$ cat src/hdl/rtbs_pkg.sv
`default_nettype none

package rtbs_pkg;

	// field widths
	localparam int SIDE_W  = 9;
	localparam int POS_W   = 10;
	localparam int CH_W    = 8;
	localparam int COORD_W = 24;
	localparam int OUT_W   = 16;
	localparam int ROW_W   = 2 * SIDE_W;
	localparam int LIN_W   = ROW_W + 1;
	localparam int TEXEL_W = 4 * CH_W;

	// operation codes
	localparam logic [1:0] OP_WRITE  = 2'd0;
	localparam logic [1:0] OP_READ   = 2'd1;
	localparam logic [1:0] OP_SAMPLE = 2'd2;

	// configuration register indexes
	localparam logic REG_TEXTURE_WIDTH  = 1'b0;
	localparam logic REG_TEXTURE_HEIGHT = 1'b1;

	// neighbour select codes
	localparam logic [1:0] NB_00 = 2'd0;
	localparam logic [1:0] NB_10 = 2'd1;
	localparam logic [1:0] NB_01 = 2'd2;
	localparam logic [1:0] NB_11 = 2'd3;

	typedef enum logic [3:0] {
		ST_CLEAR,
		ST_IDLE,
		ST_LOCATE,
		ST_ROWMUL,
		ST_ACC0,
		ST_ACC1,
		ST_ACC2,
		ST_ACC3,
		ST_WRITE,
		ST_WAIT,
		ST_HBLEND,
		ST_VBLEND
	} state_t;

	typedef struct packed {
		logic       capture;
		logic       locate;
		logic       rowmul;
		logic       access;
		logic       write_texel;
		logic [1:0] sel;
		logic       hblend;
		logic       vblend;
		logic       clear;
	} cmd_t;

	typedef struct packed {
		logic [1:0] op;
		logic       clr_last;
	} stat_t;

endpackage

`default_nettype wire

$ cat src/hdl/rtbs_ctrl.sv
`default_nettype none

module rtbs_ctrl
	import rtbs_pkg::*;
(
	input  wire        clk,
	input  wire        arst_n,
	input  wire        start,
	input  wire stat_t stat,
	output logic       busy,
	output cmd_t       cmd
);

	state_t state_q;
	state_t state_d;

	always_ff @(posedge clk or negedge arst_n) begin
		if (!arst_n) begin
			state_q <= ST_CLEAR;
		end else begin
			state_q <= state_d;
		end
	end

	always_comb begin
		state_d = state_q;
		cmd     = '0;
		busy    = 1'b1;
		case (state_q)
			ST_CLEAR: begin
				cmd.clear = 1'b1;
				if (stat.clr_last) begin
					state_d = ST_IDLE;
				end
			end
			ST_IDLE: begin
				busy = 1'b0;
				if (start) begin
					cmd.capture = 1'b1;
					state_d     = ST_LOCATE;
				end
			end
			ST_LOCATE: begin
				cmd.locate = 1'b1;
				state_d    = ST_ROWMUL;
			end
			ST_ROWMUL: begin
				cmd.rowmul = 1'b1;
				if (stat.op == OP_WRITE) begin
					state_d = ST_WRITE;
				end else begin
					state_d = ST_ACC0;
				end
			end
			ST_ACC0: begin
				cmd.access = 1'b1;
				cmd.sel    = NB_00;
				if (stat.op == OP_SAMPLE) begin
					state_d = ST_ACC1;
				end else begin
					state_d = ST_WAIT;
				end
			end
			ST_ACC1: begin
				cmd.access = 1'b1;
				cmd.sel    = NB_10;
				state_d    = ST_ACC2;
			end
			ST_ACC2: begin
				cmd.access = 1'b1;
				cmd.sel    = NB_01;
				state_d    = ST_ACC3;
			end
			ST_ACC3: begin
				cmd.access = 1'b1;
				cmd.sel    = NB_11;
				state_d    = ST_WAIT;
			end
			ST_WRITE: begin
				cmd.write_texel = 1'b1;
				state_d         = ST_VBLEND;
			end
			ST_WAIT: begin
				state_d = ST_HBLEND;
			end
			ST_HBLEND: begin
				cmd.hblend = 1'b1;
				state_d    = ST_VBLEND;
			end
			ST_VBLEND: begin
				cmd.vblend = 1'b1;
				state_d    = ST_IDLE;
			end
			default: begin
				state_d = ST_IDLE;
			end
		endcase
	end

`ifndef SYNTHESIS
	a_start_goes_locate: assert property (@(posedge clk) disable iff (!arst_n)
		(state_q == ST_IDLE && start) |=> state_q == ST_LOCATE)
		else $error("accepted item did not enter locate");

	a_clear_holds: assert property (@(posedge clk) disable iff (!arst_n)
		(state_q == ST_CLEAR && !stat.clr_last) |=> state_q == ST_CLEAR)
		else $error("clear sweep left early");

	a_sample_four_fetches: assert property (@(posedge clk) disable iff (!arst_n)
		(state_q == ST_ACC0 && stat.op == OP_SAMPLE) |=> state_q == ST_ACC1)
		else $error("sample skipped neighbour fetches");
`endif

endmodule

`default_nettype wire

$ cat config.mk
export PLATFORM = sky130hd
export DESIGN_NAME = rtbs_ctrl
export DESIGN_NICKNAME = d
export VERILOG_FILES = /design/src/hdl/rtbs_pkg.sv /design/src/hdl/rtbs_ctrl.sv
export SDC_FILE = /design/constraint.sdc
export NUM_CORES = 1
export LEC_CHECK = 0
export BUFFER_PORTS_ARGS = -buffer_cell sky130_fd_sc_hd__buf_4
export CORE_AREA = 3 3 40 42
export DETAILED_ROUTE_END_ITERATION = 12
export DIE_AREA = 0 0 43 45
export PLACE_DENSITY_LB_ADDON = 0.12
export RECOVER_POWER = 100
export SETUP_SLACK_MARGIN = 0.2
export SYNTH_ARGS = -nofsm -noshare
export SYNTH_HDL_FRONTEND = slang
export SYNTH_SLANG_ARGS = --single-unit
$ cat constraint.sdc
create_clock -name clk -period 1.2 [get_ports clk]
set_clock_uncertainty 0.1 [all_clocks]
set_input_delay 0.06 -clock clk [delete_from_list [all_inputs] [get_ports clk]]
set_output_delay 0.06 -clock clk [all_outputs]
set_load 0.02 [all_outputs]
# Word level (Yosys, flattened, before mapping)
# Cells that the tools add are included.
[op_classes]
n_addsub = 0
n_mul = 0
div = 0
n_lt_le_gt_ge = 0
eq_ne = 14
shifts = 0
n_mux = 16
bitwise_logic = 0
reduce_logical = 5
[ops]
columns = ["op", "n"]
rows = [
  ["$pmux W4 S10", 1],
  ["$eq A4 B3 Y1 const B", 4],
  ["$eq A4 B4 Y1 const B", 4],
  ["$mux W4", 4],
  ["$mux W1", 10],
  ["$eq A4 B2 Y1 const B", 2],
  ["$pmux W2 S3", 1],
  ["$eq A4 B1 Y1 const B", 1],
  ["$logic_not A4 Y1", 1],
  ["$ne A2 B2 Y1 const B", 2],
  ["$reduce_or A4 Y1", 1],
  ["$eq A2 B2 Y1 const B", 1],
  ["$logic_not A2 Y1", 1],
  ["$reduce_and A2 Y1", 1],
  ["$reduce_or A2 Y1", 1],
]
[totals]
ff_bits = 4
latchBits = 0
mem_bits_rw = 0
mem_bits_ro = 0
input_bits = 6
out_inout_bits = 11
elab_cells = 36
mem_count = 0

# Longest topological paths before layout
# Gate-level depths: netlist of run 1.
[depth]
ltp_word = 3
mapped_depth = 4
depth_no_buf = 3

# Least setup slack after synthesis of run 1
# No wires, ideal clock.
[synth_timing]
path_type = "reg2out"
start = "reg state_q[2]"
end = "out cmd[0] in the netlist's numbering"
t_arrival_ps = 1279
required_ps = 1040
slack_ps = -239
path_stages_with_launch = 3
n_path_buf = 1
path_cell_list = "dfrtp_1 buf_2 nor4_1"
[synth_rtl]
columns = ["element", "line_no", "text"]
rows = [
  ["start: declaration", "rtbs_ctrl.sv:14", "state_t state_q;"],
  ["start signal: assignment", "rtbs_ctrl.sv:21", "state_q <= state_d;"],
  ["end: declaration", "rtbs_ctrl.sv:11", "output cmd_t cmd"],
]

==> out/summary.log, run 1 <==
qor: die.floorplan.initialDensity 27.4%
qor: detailed_routing.average_vias_per_placed_instance 4.87
qor: synth.post_synth_arst_share 100%
qor: detailed_routing.wirelength 1450 um
qor: cells_and_area.stdcell_count 105
qor: synth.syn_area 352 um2
qor: critical_path.startpoint_type register
qor: critical_path.setup.worst_path.class reg -> out
qor: detailed_routing.route.detailed.drc 0
qor: placement.placedCellCount 91
qor: synth.synthCells 49
qor: detailed_routing.dr_total_vias 511
qor: sta.timing.final.hold_violations 0
qor: sta.worst-slew-pin-transition 0.298 ns
qor: die.i_o_pin_count 17
qor: cells_and_area.nFillCells 94
qor: synth.post_synth_main_area_contributors sky130_fd_sc_hd__dfrtp_1 28%, sky130_fd_sc_hd__nand2b_1 8.9%, sky130_fd_sc_hd__nor2_1 8.5%, sky130_fd_sc_hd__nor3_1 7.1%, sky130_fd_sc_hd__nand2_1 5.3%
qor: synth.synth.lib_cells_used.distinct 21
qor: sta.clock.fmax 706 MHz
qor: sta.grt_setup_unrepaired yes
qor: cts.cts_max_path_buffers 2
qor: placement.placement.io_buffers 16
qor: placement.place_ws -0.0745 ns
qor: detailed_routing.routed_wire_length_per_instance 13.8 um
qor: cells_and_area.biggestRegsByFlops state_q (4)
qor: synth.synth-edff-count 0
qor: run_status.failing_checks setup timing
qor: cts.clock-root-buffer sky130_fd_sc_hd__clkbuf_4
qor: die.rows 13
qor: global_route.number_of_antenna_violations_at_the_first_check_in_global_routing 0
qor: die.die_area 1940 um2
qor: sta.slew_headroom 80.1%
qor: cells_and_area.area_of_the_multi_input_gates 378 um2
qor: sta.timing.final.max_slew_violations 0
qor: critical_path.worst_setup_path_end_kind primary output
qor: power_and_ir_drop.power.ir.vdd_worst 1560 uV
qor: cells_and_area.utilization_after_layout 72.9%
qor: power_and_ir_drop.totalPowerFinal 2.62 mW
qor: synth.synth_top_flop_cell sky130_fd_sc_hd__dfrtp_1
qor: synth.synth_simple_gate_area_share 42.7%
qor: cts.clock_insertion_delay_worst_skew 0.23 ns
qor: run_status.outcome finished with violations
qor: synth.synth_xor_xnor_area_share 0%
qor: synth.synth.top_cell.area_share 28.5%
qor: die.fp.coreArea 1280 um2
qor: cts.clock_tree_from_tritoncts done
qor: global_route.grt_use_total 17.3%
qor: synth.yosys_warnings 0
qor: sta.worst_slack -0.215 ns
qor: global_route.grt_pass1_wl 2350 um
qor: synth.synth-seq-cells 4
qor: sta.timing.final.crit_period 1.42 ns
qor: detailed_routing.violation_count_after_the_first_detailed_routing_iteration 0
qor: sta.fin_worst_hold_slack 0.0791 ns
qor: cells_and_area.areaGrowthSynthToFinish 167%
qor: cells_and_area.max_flop_register state_q
qor: sta.timing.final.crit_share 118%
qor: critical_path.crit_path_max_delay_cell_type sky130_fd_sc_hd__dfrtp_2
qor: detailed_routing.firstDrtPassIters 1
qor: global_route.grt_pass1_vias 512
qor: synth.synth_top_cell_by_area sky130_fd_sc_hd__dfrtp_1
qor: synth.synth_compound_area_share 18.1%
qor: sta.finalSetupViolCount 15
qor: cts.clk_transition_reported_paths 0.04 ns
qor: placement.detailedPlacementHpwl 819 um
qor: die.die_height 45 um
qor: cts.clock_tree.htree_level_count 1
qor: synth.synth-seq-area-share 28.5%
qor: synth.synth_commonest_cells 8 x sky130_fd_sc_hd__nor2_1, 5 x sky130_fd_sc_hd__nand2_1, 5 x sky130_fd_sc_hd__nand2b_1, 5 x sky130_fd_sc_hd__nor3_1, 4 x sky130_fd_sc_hd__dfrtp_1
qor: cts.cts_made_buffers 3
qor: synth.syn-mean-instance-area 7.18 um2
qor: detailed_routing.detail-route-antenna-nets 0
qor: critical_path.cp.required 1.04 ns
qor: cells_and_area.largest_register_ff_count 4
qor: cts.cts.sinks 4
qor: die.floorplan.die.width 43 um
qor: global_route.grt_overflow_total 0
qor: critical_path.crit_fanout 6
qor: cells_and_area.antenna_cells 0
qor: synth.proportion_of_synthesized_area_in_mux_cells 3.20%
qor: placement.gpl.final_weighted_congestion 0.722
qor: power_and_ir_drop.power-per-cell-area 2800 nW/um2
qor: global_route.maximum_number_of_pins_on_one_net_before_global_route_repair 8
qor: cells_and_area.regArea 105 um2
qor: power_and_ir_drop.p_leak 0.426 nW
qor: critical_path.crit_path_max_incr_delay 0.44 ns
qor: synth.synthesis.nets 55
qor: synth.synth_top_family_by_area simple AND/OR/NAND/NOR gates
qor: flow_run.maxCapViolCount 0
qor: critical_path.critPathArrivalTime 1.26 ns
qor: synth.post_synth_fa_ha_maj_area_fraction 0%
qor: cells_and_area.layout-drive-gt1-share 81.1%
qor: hold_path.worstHoldPathType in -> reg
qor: critical_path.crit_path_cell_trace buf_6 > nor4_4 > buf_4
qor: synth.yosys.cell_count.top_type sky130_fd_sc_hd__nor2_1
qor: cells_and_area.finish.net_count 98
-- critical path, delay by kind of cell, from the launching register on --
family	cells	cell delay [ns]
buf+inv	2	0.32
simple gates	1	0.25
flops	1	0.44
-- kinds of logic after synthesis --
logic type	Yosys count
mux	1
compound gates	9
simple gates	30
buf+inv	5
flops	4
-- cells in the final DEF, fill, tap and decap left out, types with 2 or more instances in the layout --
cell and count:
sky130_fd_sc_hd__buf_6 22, sky130_fd_sc_hd__nor2_1 4, sky130_fd_sc_hd__nor2_4 4, sky130_fd_sc_hd__nor3_4 2
sky130_fd_sc_hd__nand2b_1 2, sky130_fd_sc_hd__nand2b_4 3, sky130_fd_sc_hd__dfrtp_2 4, sky130_fd_sc_hd__nand2_1 2
sky130_fd_sc_hd__and2_4 2, sky130_fd_sc_hd__buf_4 17, sky130_fd_sc_hd__nor3_1 2, sky130_fd_sc_hd__a21oi_1 2
sky130_fd_sc_hd__nand2_2 3, sky130_fd_sc_hd__clkbuf_4 3
-- layer usage --
layer / vias to the layer above / routed length, um / global-route usage (%)
met2: 14 / 864 / 35.0
met3: 4 / 49 / 5.98
met5: - / 0 / 0
met4: 0 / 31 / 5.42
li1: 251 / - / -
met1: 242 / 506 / 16.0
-- through the flow --
stage | area (um2) | setup TNS, ns
final | 937 | -2.05
after global placement | 649 | -0.187
after CTS | 890 | -2.10
after detailed placement | 649 | -0.251
after floorplan | 427 | 0
after global routing | 937 | -2.73
-- timing repair --
item                                    4_1_cts  5_1_grt
endpoints found under the setup margin       15       15
buffers inserted                              9        1
hold buffers                                  1        0
gates resized for setup                      37        9
endpoints found under the hold margin         4        0
pin swaps                                     9        7
-- report_power, final --
group | switching [mW] | leakage, nW | internal [mW]
clock network | 0.0528 | 0.0138 | 0.112
registers | 0.122 | 0.0441 | 0.211
logic | 0.927 | 0.368 | 1.20
-- cell type report --
type                            count  share of cell area, %
Sequential cell                     4                   11.2
Multi-Input combinational cell     40                   40.3
Inverter                            1                  0.401
Clock buffer                        3                   2.40
Timing Repair Buffer               42                   43.7
Tap cell                           15                   2.00
-- path summary, 6_finish.rpt --
path | cells after the start | from | slack, ns | end
max | 3 | state_q[2] | -0.22 | cmd[0]
min | 3 | start | 0.08 | state_q[1]
max reg2reg | 4 | state_q[3] | -0.20 | state_q[0]
min reg2reg | 2 | state_q[1] | 0.52 | state_q[2]
max in group asynchronous | 2 | arst_n | 0.71 | state_q[0]
min in group asynchronous | 2 | arst_n | 0.09 | state_q[2]
(Power assumes the default switching activity.)
==> run 2, diff against run 1 <==
==> constraint.sdc (replaced) <==
create_clock -name clk -period 1.2 [get_ports clk]
set_clock_uncertainty 0.1 [all_clocks]
set_input_delay 0.24 -clock clk [delete_from_list [all_inputs] [get_ports clk]]
set_output_delay 0.24 -clock clk [all_outputs]
set_load 0.02 [all_outputs]
==> out/summary.log, run 2 (same netlist as run 1, synthesis figures left out) <==
qor: die.fp.coreArea 1280 um2 [unchanged]
qor: die.floorplan.initialDensity 27.4% [unchanged]
qor: power_and_ir_drop.power-per-cell-area 2730 nW/um2 [-2.3%]
qor: hold_path.min_delay_path_depth 4 [+1]
qor: cells_and_area.utilization_after_layout 66.8% [-6.1 points]
qor: power_and_ir_drop.p_leak 0.408 nW [-4.3%]
qor: cts.clk_transition_reported_paths 0.04 ns [about the same]
qor: critical_path.setup.worst_path.class reg -> out
qor: cells_and_area.biggestRegsByFlops state_q (4)
qor: cells_and_area.layout_common_cells 24 x sky130_fd_sc_hd__buf_4, 16 x sky130_fd_sc_hd__buf_6, 6 x sky130_fd_sc_hd__nor2_1, 4 x sky130_fd_sc_hd__nand2_1, 4 x sky130_fd_sc_hd__dfrtp_2
qor: critical_path.crit_path_max_incr_delay 0.45 ns [about the same]
qor: critical_path.worst_setup_path_end_kind primary output
qor: power_and_ir_drop.p_comb_share 78.4% [-2.6 points]
qor: sta.slew_headroom 86.5% [+6.3 points]
qor: cells_and_area.areaGrowthSynthToFinish 144%
qor: critical_path.startpoint_type register
qor: detailed_routing.average_vias_per_placed_instance 4.58 [-5.9%]
qor: cells_and_area.finish.net_count 98 [unchanged]
qor: power_and_ir_drop.swShare 41.4% [-0.69 points]
qor: global_route.grt_pass1_wl 2050 um [-13%]
qor: sta.grt_setup_unrepaired yes
qor: cells_and_area.stdcell_count 105 [unchanged]
qor: sta.fin_worst_hold_slack 0.259 ns [+0.180 ns]
qor: cells_and_area.area_of_the_multi_input_gates 334 um2 [-12%]
qor: placement.placement.io_buffers 16 [unchanged]
qor: hold_path.worstHoldPathType in -> reg
qor: cells_and_area.nFillCells 101 [+7.4%]
qor: cells_and_area.antenna_cells 0 [unchanged]
qor: critical_path.crit_path_cell_trace buf_6 > nor4_4 > buf_4
qor: critical_path.reg2reg_depth 5 [+1]
qor: cts.clock_insertion_delay_worst_skew 0.24 ns [about the same]
qor: critical_path.crit_fanout 7 [+1]
qor: sta.timing.final.crit_period 1.59 ns [+0.174 ns]
qor: power_and_ir_drop.power.ir.vdd_worst 1510 uV [-3.0%]
qor: cts.cts_max_path_buffers 2 [unchanged]
qor: sta.clock.fmax 629 MHz [-11%]
qor: die.floorplan.die.width 43 um [unchanged]
qor: sta.worst_slack -0.390 ns [-0.174 ns]
qor: global_route.grt_overflow_total 0 [unchanged]
qor: detailed_routing.routed_wire_length_per_instance 11.3 um [-18%]
qor: cells_and_area.mostFrequentLayoutCell sky130_fd_sc_hd__buf_4
qor: sta.finalSetupViolCount 14 [-1]
qor: cts.cts.sinks 4 [unchanged]
qor: sta.timing.final.hold_violations 0 [unchanged]
qor: detailed_routing.dr_total_vias 481 [-5.9%]
qor: detailed_routing.violation_count_after_the_first_detailed_routing_iteration 9 [+9]
qor: detailed_routing.firstDrtPassIters 4 [+3]
qor: cts.clock_tree.htree_level_count 1 [unchanged]
qor: detailed_routing.detail-route-antenna-nets 0 [unchanged]
qor: placement.gpl.final_weighted_congestion 0.745 [+3.3%]
qor: placement.detailedPlacementHpwl 839 um [+2.4%]
qor: global_route.grt_pass1_vias 473 [-7.6%]
qor: die.rows 13 [unchanged]
qor: global_route.maximum_number_of_pins_on_one_net_before_global_route_repair 9 [+1]
qor: die.i_o_pin_count 17 [unchanged]
qor: die.die_height 45 um [unchanged]
qor: cells_and_area.layout-drive-gt1-share 72.2% [-8.9 points]
qor: critical_path.crit_path_max_delay_cell_type sky130_fd_sc_hd__dfrtp_2
qor: placement.placedCellCount 94 [+3.3%]
qor: cells_and_area.largest_register_ff_count 4 [unchanged]
qor: cts.cts_made_buffers 3 [unchanged]
qor: run_status.failing_checks setup timing
qor: cells_and_area.regArea 105 um2 [unchanged]
qor: power_and_ir_drop.clock_power_share 7.2% [+0.9 points]
qor: sta.timing.final.max_slew_violations 0 [unchanged]
qor: detailed_routing.route.detailed.drc 0 [unchanged]
qor: power_and_ir_drop.total_switching_power 0.969 mW [-12%]
qor: power_and_ir_drop.intPower 1.37 mW [-9.5%]
qor: flow_run.maxCapViolCount 0 [unchanged]
qor: die.die_area 1940 um2 [unchanged]
qor: sta.worst-slew-pin-transition 0.203 ns [-0.0951 ns]
qor: sta.timing.final.crit_share 132% [+15 points]
qor: global_route.number_of_antenna_violations_at_the_first_check_in_global_routing 0 [unchanged]
qor: run_status.outcome finished with violations
qor: critical_path.cp.required 0.86 ns [-0.18 ns]
qor: critical_path.critPathArrivalTime 1.25 ns [about the same]
qor: power_and_ir_drop.pwr-share-seq 14.4% [+1.7 points]
qor: cells_and_area.max_flop_register state_q
qor: global_route.grt_use_total 14.2% [-3.1 points]
qor: cts.clock_tree_from_tritoncts done
qor: cts.clock-root-buffer sky130_fd_sc_hd__clkbuf_4
qor: detailed_routing.wirelength 1190 um [-18%]
[run 2: metal layers]
metal	track usage, %	vias to the layer above	wire [um]
met5	0	-	0
met4	5.42	0	14
met3	4.78	2	64
met2	23.4	16	625
met1	17.2	213	483
li1	-	250	-
[run 2: area by class of cell]
| cell class | instances | area share (%) |
|---|---|---|
| multi-input cells | 40 | 38.9 |
| clock buffers | 3 | 2.62 |
| repair buffers | 42 | 43.6 |
| inverters | 1 | 0.437 |
| well taps | 15 | 2.19 |
| flip-flops and latches | 4 | 12.2 |
[run 2: power groups by stage]
stage          clock, mW  sequential [mW]  combinational, mW
3_3_place_gp           0            0.324               1.50
4_1_cts            0.172            0.349               1.76
5_1_grt            0.185            0.355               1.98
3_5_place_dp           0            0.327               1.51
6_report           0.168            0.339               1.84
2_1_floorplan          0            0.253               1.00
[run 2: through the flow]
step / total power [mW] / setup TNS (ns) / cell area [um2] / setup slack (ns)
final: 2.34 / -3.98 / 858 / -0.390
after global routing: 2.52 / -4.65 / 858 / -0.417
after CTS: 2.28 / -3.85 / 828 / -0.387
after detailed placement: 1.84 / -1.85 / 694 / -0.197
after global placement: 1.83 / -1.69 / 694 / -0.185
after floorplan: 1.26 / -0.585 / 462 / -0.114
[run 2: worst max-delay path: cells and delay by family (launching register included)]
family	cells	cell delay, ns
buffers and inverters	2	0.31
DFF	1	0.45
and+or+nand+nor	1	0.25
[run 2: path summary, 6_finish.rpt]
check,start,to,slack (ns)
min,start,state_q[0],0.26
max reg2reg,state_q[3],state_q[0],-0.29
min in group asynchronous,arst_n,state_q[0],0.29
min reg2reg,state_q[0],state_q[1],0.58
max in group asynchronous,arst_n,state_q[2],0.51
max,state_q[3],cmd[0],-0.39
[run 2: what timing repair did]
item,in CTS,in global routing
hold buffers,1,0
endpoints found under the setup margin,15,15
pin swaps,7,1
gates cloned,0,0
setup buffers,3,4
endpoints found under the hold margin,4,0
resized for setup,22,1
